$ cat src/design/tabe_pkg.sv
// Tilt angle blend estimator package: word types, controller states,
// datapath command struct, fixed-point constants and the CORDIC angle table.
// Used by tabe_ctrl, tabe_dp and tilt_angle_blend_estimator.
`default_nettype none

package tabe_pkg;

	typedef struct packed {
		logic signed [15:0] accel_x;
		logic signed [15:0] accel_y;
		logic signed [15:0] accel_z;
		logic signed [23:0] gyro_x;
		logic signed [23:0] gyro_y;
	} tabe_in_t;

	typedef struct packed {
		logic signed [23:0] angle_x;
		logic signed [23:0] angle_y;
	} tabe_out_t;

	localparam int CORDIC_STEPS_DEF = 16;
	localparam int STEP_W           = 5;
	localparam int SQRT_STEPS       = 24;
	localparam int DIV_STEPS        = 1;

	localparam int CFG_IDX_W = 2;
	localparam logic [CFG_IDX_W-1:0] CFG_BLEND_WEIGHT   = 2'd0;
	localparam logic [CFG_IDX_W-1:0] CFG_GYRO_STEP_GAIN = 2'd1;
	localparam logic [CFG_IDX_W-1:0] CFG_WARMUP_SAMPLES = 2'd2;

	localparam logic [15:0] BLEND_WEIGHT_RST   = 16'd6554;
	localparam logic [31:0] GYRO_STEP_GAIN_RST = 32'd327862;
	localparam logic [9:0]  WARMUP_SAMPLES_RST = 10'd100;

	localparam logic signed [34:0] PI_Q30  = 35'sd3373259426;
	localparam logic signed [47:0] ACC_MAX = 48'sh7FFF_FFFF_FFFF;
	localparam logic signed [47:0] ACC_MIN = 48'sh8000_0000_0000;
	localparam logic signed [23:0] OUT_MAX = 24'sh7F_FFFF;
	localparam logic signed [23:0] OUT_MIN = 24'sh80_0000;

	// radians Q2.30 -> degrees Q16: q = (|z|*9000 + den/2) / den, den = 157*2^14
	// done as ((...) >> 14) * (ceil(2^39/157) + 1) >> 39, exact below 2^31
	localparam logic [21:0] DEN_HALF  = 22'd1286144;
	localparam logic [13:0] DEG_MUL   = 14'd9000;
	localparam logic [31:0] DIV_RECIP = 32'd3501629389;

	typedef enum logic [3:0] {
		S_IDLE,
		S_PREP,
		S_ACC,
		S_SQRT,
		S_CINIT,
		S_CORDIC,
		S_DINIT,
		S_DIV,
		S_BMUL,
		S_BSUM,
		S_DONE
	} tabe_state_t;

	typedef struct packed {
		logic              load;
		logic              prep;
		logic              acc;
		logic              sqrt_step;
		logic              cordic_init;
		logic              cordic_step;
		logic              div_init;
		logic              div_step;
		logic              blend_mul;
		logic              blend_sum;
		logic              push;
		logic [STEP_W-1:0] step;
	} tabe_cmd_t;

	// atan(2^-i) in Q2.30 radians
	function automatic logic [29:0] atan_q30(input logic [STEP_W-1:0] idx);
		logic [29:0] v;
		case (idx)
			5'd0:  v = 30'd843314857;
			5'd1:  v = 30'd497837829;
			5'd2:  v = 30'd263043837;
			5'd3:  v = 30'd133525159;
			5'd4:  v = 30'd67021687;
			5'd5:  v = 30'd33543516;
			5'd6:  v = 30'd16775851;
			5'd7:  v = 30'd8388437;
			5'd8:  v = 30'd4194283;
			5'd9:  v = 30'd2097149;
			5'd10: v = 30'd1048576;
			5'd11: v = 30'd524288;
			5'd12: v = 30'd262144;
			5'd13: v = 30'd131072;
			5'd14: v = 30'd65536;
			5'd15: v = 30'd32768;
			5'd16: v = 30'd16384;
			5'd17: v = 30'd8192;
			5'd18: v = 30'd4096;
			5'd19: v = 30'd2048;
			5'd20: v = 30'd1024;
			5'd21: v = 30'd512;
			5'd22: v = 30'd256;
			5'd23: v = 30'd128;
			default: v = 30'd0;
		endcase
		return v;
	endfunction

endpackage

`default_nettype wire

$ cat src/design/tabe_ctrl.sv
// Controller for the tilt estimator: sequences warm-up, gyro integration,
// square root, CORDIC, degree conversion and blend. Depends on tabe_pkg.
`default_nettype none

module tabe_ctrl #(
	parameter int CORDIC_STEPS = tabe_pkg::CORDIC_STEPS_DEF
) (
	input  wire logic             clk,
	input  wire logic             arst_n,
	input  wire logic             sample_valid,
	output logic                  sample_ready,
	output logic                  result_valid,
	input  wire logic             result_ready,
	input  wire logic [9:0]       warmup_samples,
	output tabe_pkg::tabe_cmd_t   cmd
);
	import tabe_pkg::*;

	localparam logic [STEP_W-1:0] SQRT_LAST   = STEP_W'(SQRT_STEPS - 1);
	localparam logic [STEP_W-1:0] CORDIC_LAST = STEP_W'(CORDIC_STEPS - 1);
	localparam logic [STEP_W-1:0] DIV_LAST    = STEP_W'(DIV_STEPS - 1);

	tabe_state_t       state_q, state_d;
	logic [STEP_W-1:0] step_q, step_d;
	logic [9:0]        warm_q;
	logic              out_valid_q;
	logic              accept;
	logic              warm_run;

	assign sample_ready = (state_q == S_IDLE);
	assign accept       = sample_valid && sample_ready;
	assign warm_run     = (warm_q >= warmup_samples);
	assign result_valid = out_valid_q;

	always_ff @(posedge clk or negedge arst_n) begin
		if (!arst_n) begin
			state_q     <= S_IDLE;
			step_q      <= '0;
			warm_q      <= '0;
			out_valid_q <= 1'b0;
		end else begin
			state_q <= state_d;
			step_q  <= step_d;
			if (accept && !warm_run) begin
				warm_q <= warm_q + 10'd1;
			end
			if (cmd.push) begin
				out_valid_q <= 1'b1;
			end else if (result_ready) begin
				out_valid_q <= 1'b0;
			end
		end
	end

	always_comb begin
		state_d  = state_q;
		step_d   = '0;
		cmd      = '0;
		cmd.step = step_q;
		cmd.load = accept;
		unique case (state_q)
			S_IDLE: begin
				if (accept && warm_run) begin
					state_d = S_PREP;
				end
			end
			S_PREP: begin
				cmd.prep = 1'b1;
				state_d  = S_ACC;
			end
			S_ACC: begin
				cmd.acc = 1'b1;
				state_d = S_SQRT;
			end
			S_SQRT: begin
				cmd.sqrt_step = 1'b1;
				if (step_q == SQRT_LAST) begin
					state_d = S_CINIT;
				end else begin
					step_d = step_q + 1'b1;
				end
			end
			S_CINIT: begin
				cmd.cordic_init = 1'b1;
				state_d         = S_CORDIC;
			end
			S_CORDIC: begin
				cmd.cordic_step = 1'b1;
				if (step_q == CORDIC_LAST) begin
					state_d = S_DINIT;
				end else begin
					step_d = step_q + 1'b1;
				end
			end
			S_DINIT: begin
				cmd.div_init = 1'b1;
				state_d      = S_DIV;
			end
			S_DIV: begin
				cmd.div_step = 1'b1;
				if (step_q == DIV_LAST) begin
					state_d = S_BMUL;
				end else begin
					step_d = step_q + 1'b1;
				end
			end
			S_BMUL: begin
				cmd.blend_mul = 1'b1;
				state_d       = S_BSUM;
			end
			S_BSUM: begin
				cmd.blend_sum = 1'b1;
				state_d       = S_DONE;
			end
			S_DONE: begin
				if (!out_valid_q || result_ready) begin
					cmd.push = 1'b1;
					state_d  = S_IDLE;
				end
			end
			default: begin
				state_d = S_IDLE;
			end
		endcase
	end

`ifndef SYNTHESIS
	a_no_overwrite: assert property (@(posedge clk) disable iff (!arst_n)
		cmd.push |-> (!out_valid_q || result_ready))
		else $error("result word overwritten while stalled");

	a_warm_count: assert property (@(posedge clk) disable iff (!arst_n)
		(accept && !warm_run) |=> (warm_q == 10'($past(warm_q) + 10'd1)))
		else $error("warm-up count did not advance");

	a_valid_from_done: assert property (@(posedge clk) disable iff (!arst_n)
		$rose(result_valid) |-> ($past(state_q) == S_DONE))
		else $error("result raised outside of hand-off state");
`endif

endmodule

`default_nettype wire

$ cat config.mk
export PLATFORM = sky130hd
export DESIGN_NAME = tabe_ctrl
export DESIGN_NICKNAME = d
export VERILOG_FILES = /design/src/design/tabe_pkg.sv /design/src/design/tabe_ctrl.sv
export SDC_FILE = /design/constraint.sdc
export NUM_CORES = 1
export LEC_CHECK = 0
export ABC_AREA = 0
export BUFFER_PORTS_ARGS = -buffer_cell sky130_fd_sc_hd__buf_4
export CORE_MARGIN = 1
export CORE_UTILIZATION = 58
export DETAILED_ROUTE_END_ITERATION = 10
export HOLD_SLACK_MARGIN = 0.12
export PLACE_DENSITY = 0.85
export SLEW_MARGIN = 20
export SYNTH_ARGS = -nofsm -noshare
export SYNTH_HDL_FRONTEND = slang
export SYNTH_SLANG_ARGS = --single-unit
$ cat constraint.sdc
create_clock -name clk -period 4.34 [get_ports clk]
set_input_delay 0.434 -clock clk [delete_from_list [all_inputs] [get_ports clk]]
set_output_delay 0.434 -clock clk [all_outputs]
set_load 0.02 [all_outputs]
; ---- Word-level counts from Yosys, hierarchy flattened
; Cells that the tools add are included.
[totals]
register_bits = 20
out_inout_bits = 18
wordCells = 57
[op_classes]
n_eq_ne = 17
n_mux = 23
add_sub_neg = 2
reduce_logical = 10
order_cmp = 1
[ops]
columns = cell, count
row1 = $pmux W4 S11, 1
row2 = $mux W4, 5
row3 = $eq A4 B3 Y1 const B, 4
row4 = $mux W5, 3
row5 = $pmux W5 S3, 1
row6 = $mux W1, 13
row7 = $eq A4 B4 Y1 const B, 3
row8 = $add A10 B1 Y10 const B, 1
row9 = $ge A10 B10 Y1, 1
row10 = $eq A4 B2 Y1 const B, 2
row11 = $ne A2 B2 Y1 const B, 4
row12 = $add A5 B1 Y5 const B, 1
row13 = $eq A5 B4 Y1 const B, 1
row14 = $eq A5 B5 Y1 const B, 1
row15 = $logic_not A5 Y1, 1
row16 = $reduce_and A5 Y1, 1
row17 = $eq A4 B1 Y1 const B, 1
row18 = $logic_not A4 Y1, 1
row19 = $logic_and A1 B1 Y1, 3
row20 = $logic_not A1 Y1, 2
row21 = $ne A2 B1 Y1 const B, 1
row22 = $reduce_bool A2 Y1, 1
row23 = $logic_or A1 B1 Y1, 1

; ---- Logic depth before layout (Yosys ltp)
[logic_depth]
ltp_word = 5
mapped_depth = 9

; ---- Least setup slack after synthesis
; No wires, ideal clock.
[synth_timing]
path_type = input port to flip-flop
startpoint = input port warmup_samples[7]
endpoint = register warm_q[7]
setup_ps = 80
n_path_buf = 0
t_arrival_ps = 1890
setup_slack_ps = 2370
stages = 8
path_cell_list = inv_1 -> ha_1 -> a211oi_1 -> o211ai_2 -> nor3_4 -> nand2_4 -> nor4_2 -> xnor2_1
[synth_between]
elab_chain_len = 3
[synth_rtl]
columns = item, line
row1 = from (decl), tabe_ctrl.sv:14  ; input wire logic [9:0] warmup_samples,
row2 = $ge A10 B10 Y1, tabe_ctrl.sv:32  ; assign warm_run = (warm_q >= warmup_samples);
row3 = $logic_not A1 Y1, tabe_ctrl.sv:44  ; if (accept && !warm_run) begin
row4 = $logic_and A1 B1 Y1, tabe_ctrl.sv:44
row5 = to (signal assigned), tabe_ctrl.sv:45  ; warm_q <= warm_q + 10'd1;
row6 = to (decl), tabe_ctrl.sv:25  ; logic [9:0] warm_q;
; No other way between the ends.
; A chain may end at the register's enable or synchronous reset.

; ---- Worst setup path in the final report
[layout_timing]
startpoint = register warm_q[7]
endpoint = register warm_q[5]
[layout_between]
elab_chain_len = 3
[layout_rtl]
columns = item, line
row1 = $ge A10 B10 Y1, tabe_ctrl.sv:32
row2 = $logic_not A1 Y1, tabe_ctrl.sv:44
row3 = $logic_and A1 B1 Y1, tabe_ctrl.sv:44
; No other way between the ends.

==> impl_metrics.env <==
export IMPL_cts_tree="yes"
export IMPL_synth_fp_nets=182
export IMPL_final_common_cell="buf_4"
export IMPL_muxShareOfSynthArea_pct=0.791
export IMPL_cp_end_kind="flip-flop"
export IMPL_critPathMaxFanout=9
export IMPL_hp_class="primary input to flip-flop"
export IMPL_overflow=0
export IMPL_nets=214
export IMPL_port_buffers=31
export IMPL_reg2reg_from="warm_q[7]"
export IMPL_insertion_delay_ps=300
export IMPL_dieWidth_um=51.5
export IMPL_n_antenna_cell=0
export IMPL_die_area_um2=2660
export IMPL_grt_start_max_net_pins=21
export IMPL_clk_pin_slew_worst_paths_ps=120
export IMPL_drive_above_1_share_pct=25.5
export IMPL_cp_arrival_ps=2320
export IMPL_pin_count=32
export IMPL_ant_nets=0
export IMPL_synth_cell_types=41
export IMPL_fin_crit_ps=2100
export IMPL_cp_data_required_time_ps=4570
export IMPL_yosysWarnings=0
export IMPL_crit_type="flip-flop to flip-flop"
export IMPL_clockBufferDepth=2
export IMPL_cts_setup_buffers=0
export IMPL_first_pass_iters=4
export IMPL_nFillCells=163
export IMPL_gp_routability_congestion=0.851
export IMPL_synth_simple_area_share_pct=24.8
export IMPL_synth_edff_count=0
export IMPL_synth_compound_area_share_pct=11.7
export IMPL_maxCapViolCount=0
export IMPL_hold_path_cell_count=3
export IMPL_grt_pass1_vias=1209
export IMPL_fin_setup_tns_ps=0
export IMPL_cellLeakagePower_nw=0.844
export IMPL_fmax_mhz=477
export IMPL_pre_cts_ws_ps=2100
export IMPL_fin_util_pct=75.4
export IMPL_reg2reg_to="warm_q[5]"
export IMPL_antenna_found_initial=0
export IMPL_final_cell_mix="buf_4, dfrtp_1, inv_1"
export IMPL_core_area_um2=2250
export IMPL_synthCells=153
export IMPL_row_count=17
export IMPL_initial_core_util_pct=63.2
export IMPL_period_share_pct=48.3
export IMPL_htree_levels=1
export IMPL_worst_slack_ps=2240
export IMPL_hold_viol_final=0
export IMPL_p_total_mw=0.687
export IMPL_grt_pass1_wl_mm=5.18
export IMPL_cts_resized=0
export IMPL_drc=0
export IMPL_syn_area_um2=1420
export IMPL_worstMarginPinSlew_ps=436
export IMPL_cts_sinks=20
export IMPL_root_buffer="clkbuf_4"
export IMPL_r2r_slack_ps=2240
export IMPL_regArea_um2=500
export IMPL_outcome="complete, no violations"
export IMPL_synth_top_family_by_area="simple AND/OR/NAND/NOR gates"
export IMPL_yosys_area_share_adder_pct=13.2
export IMPL_setup_viol=0
export IMPL_synth_flop_cell="dfrtp_1"
export IMPL_die_height_um=51.5
export IMPL_r2r_cells=7
export IMPL_ys_seq_area_share_pct=35.1
export IMPL_ir_worst_vdd_mv=0.337
export IMPL_dr_total_vias=1203
export IMPL_cts_made_buffers=3
export IMPL_ys_ff_latch=20
export IMPL_start_kind="flip-flop"
export IMPL_fin_skew_ps=4.48
export IMPL_syn_area_per_cell_um2=9.31
export IMPL_drt_wirelength_per_cell_um=13.5
export IMPL_synth_xor_area_share_pct=6.77
export IMPL_drt_total_wl_mm=2.85
export IMPL_multiInputGateArea_um2=815
export IMPL_rsz0062_at_grt="false"
export IMPL_dp_hpwl_mm=2.14
export IMPL_power_density_nw_per_um2=404
export IMPL_min_to="state_q[0]"
export IMPL_area_growth_pct=19.4
export IMPL_drt_iter0_markers=33
export IMPL_drv_slew=0
export IMPL_async_flop_share_pct=100
export IMPL_post_drt_via_cell_ratio=5.67
export IMPL_slew_headroom_pct=70.9
export IMPL_hp_start="sample_valid"
export IMPL_grt_use_total_pct=26.1
## cell families (layout without fill, tap and decap cells)
group	after synthesis	count (layout)
AO/OA/AOI/OAI	24	24
XOR/XNOR	11	11
buffers and inverters	24	55
flip-flops	20	20
adder cells (fa/ha/maj)	15	15
AND/OR/NAND/NOR	58	58
multiplexers	1	1
## critical path, stage by stage, from the launching register on
cell and delay (ps):
dfrtp_1 400, ha_1 290, a211oi_1 370, o211ai_2 160, nor3_4 200, nand2_4 150, nor3_1 260, xor2_1 180
## layer usage
layer | part of all wire, % | up-vias | global-route usage (%)
met1 | 46 | 577 | 32.1
li1 | - | 585 | -
met3 | 4.4 | 4 | 4.68
met5 | 0 | - | 0
met2 | 48 | 37 | 45.0
met4 | 1.2 | 0 | 10.4
## power breakdown
| part | switching [mW] | total, mW | leakage, nW | internal (mW) |
|---|---|---|---|---|
| clock | 0.0594 | 0.110 | 0.0210 | 0.0511 |
| sequential | 0.0611 | 0.280 | 0.252 | 0.219 |
| combinational | 0.157 | 0.297 | 0.571 | 0.140 |
## stage by stage
step | hold WS, ps | cells | cell area [µm²]
2_1_floorplan | 138 | 153 | 1420
3_3_place_gp | 325 | 207 | 1650
3_5_place_dp | 325 | 207 | 1650
4_1_cts | 431 | 212 | 1700
5_1_grt | 449 | 212 | 1700
6_report | 434 | 212 | 1700
## cell type report
class                      count  area share, %
multi-input combinational    109           47.9
sequential                    20           29.4
timing repair buffer          32           14.3
inverter                      19           4.19
clock buffer                   4           2.13
tap                           28           2.06
## Yosys cell counts, types with 4 or more instances
cell type | n | share of area [%]
nand2b_1 | 4 | 1.8
dfrtp_1 | 20 | 35
inv_1 | 19 | 5.0
nand3_1 | 7 | 2.5
nor3_1 | 10 | 3.5
xor2_1 | 6 | 3.7
xnor2_1 | 5 | 3.1
nor2_1 | 14 | 3.7
nand2_1 | 6 | 1.6
a21oi_1 | 6 | 2.1
o21ai_0 | 5 | 1.8
ha_1 | 15 | 13
## flip-flops by register name, summed over array words and instances (netlist names)
register	count
warm_q	10
step_q	5
state_q	4
result_valid	1
## worst max path at each step
stage / start / endpoint / slack [ps]
floorplan: warmup_samples[7] / warm_q[7] / 2370
global placement: warmup_samples[7] / warm_q[7] / 2250
detailed placement: warmup_samples[7] / warm_q[6] / 2100
CTS: warm_q[7] / warm_q[5] / 2220
global route: warm_q[7] / warm_q[7] / 2100
finish: warm_q[7] / warm_q[5] / 2240
## what timing repair did
| item | in CTS | in global routing |
|---|---|---|
| hold buffers | 1 | 0 |
| hold endpoints to repair | 20 | 0 |
| setup endpoints to repair | 0 | 0 |
Power figures use the tool's default switching activity.
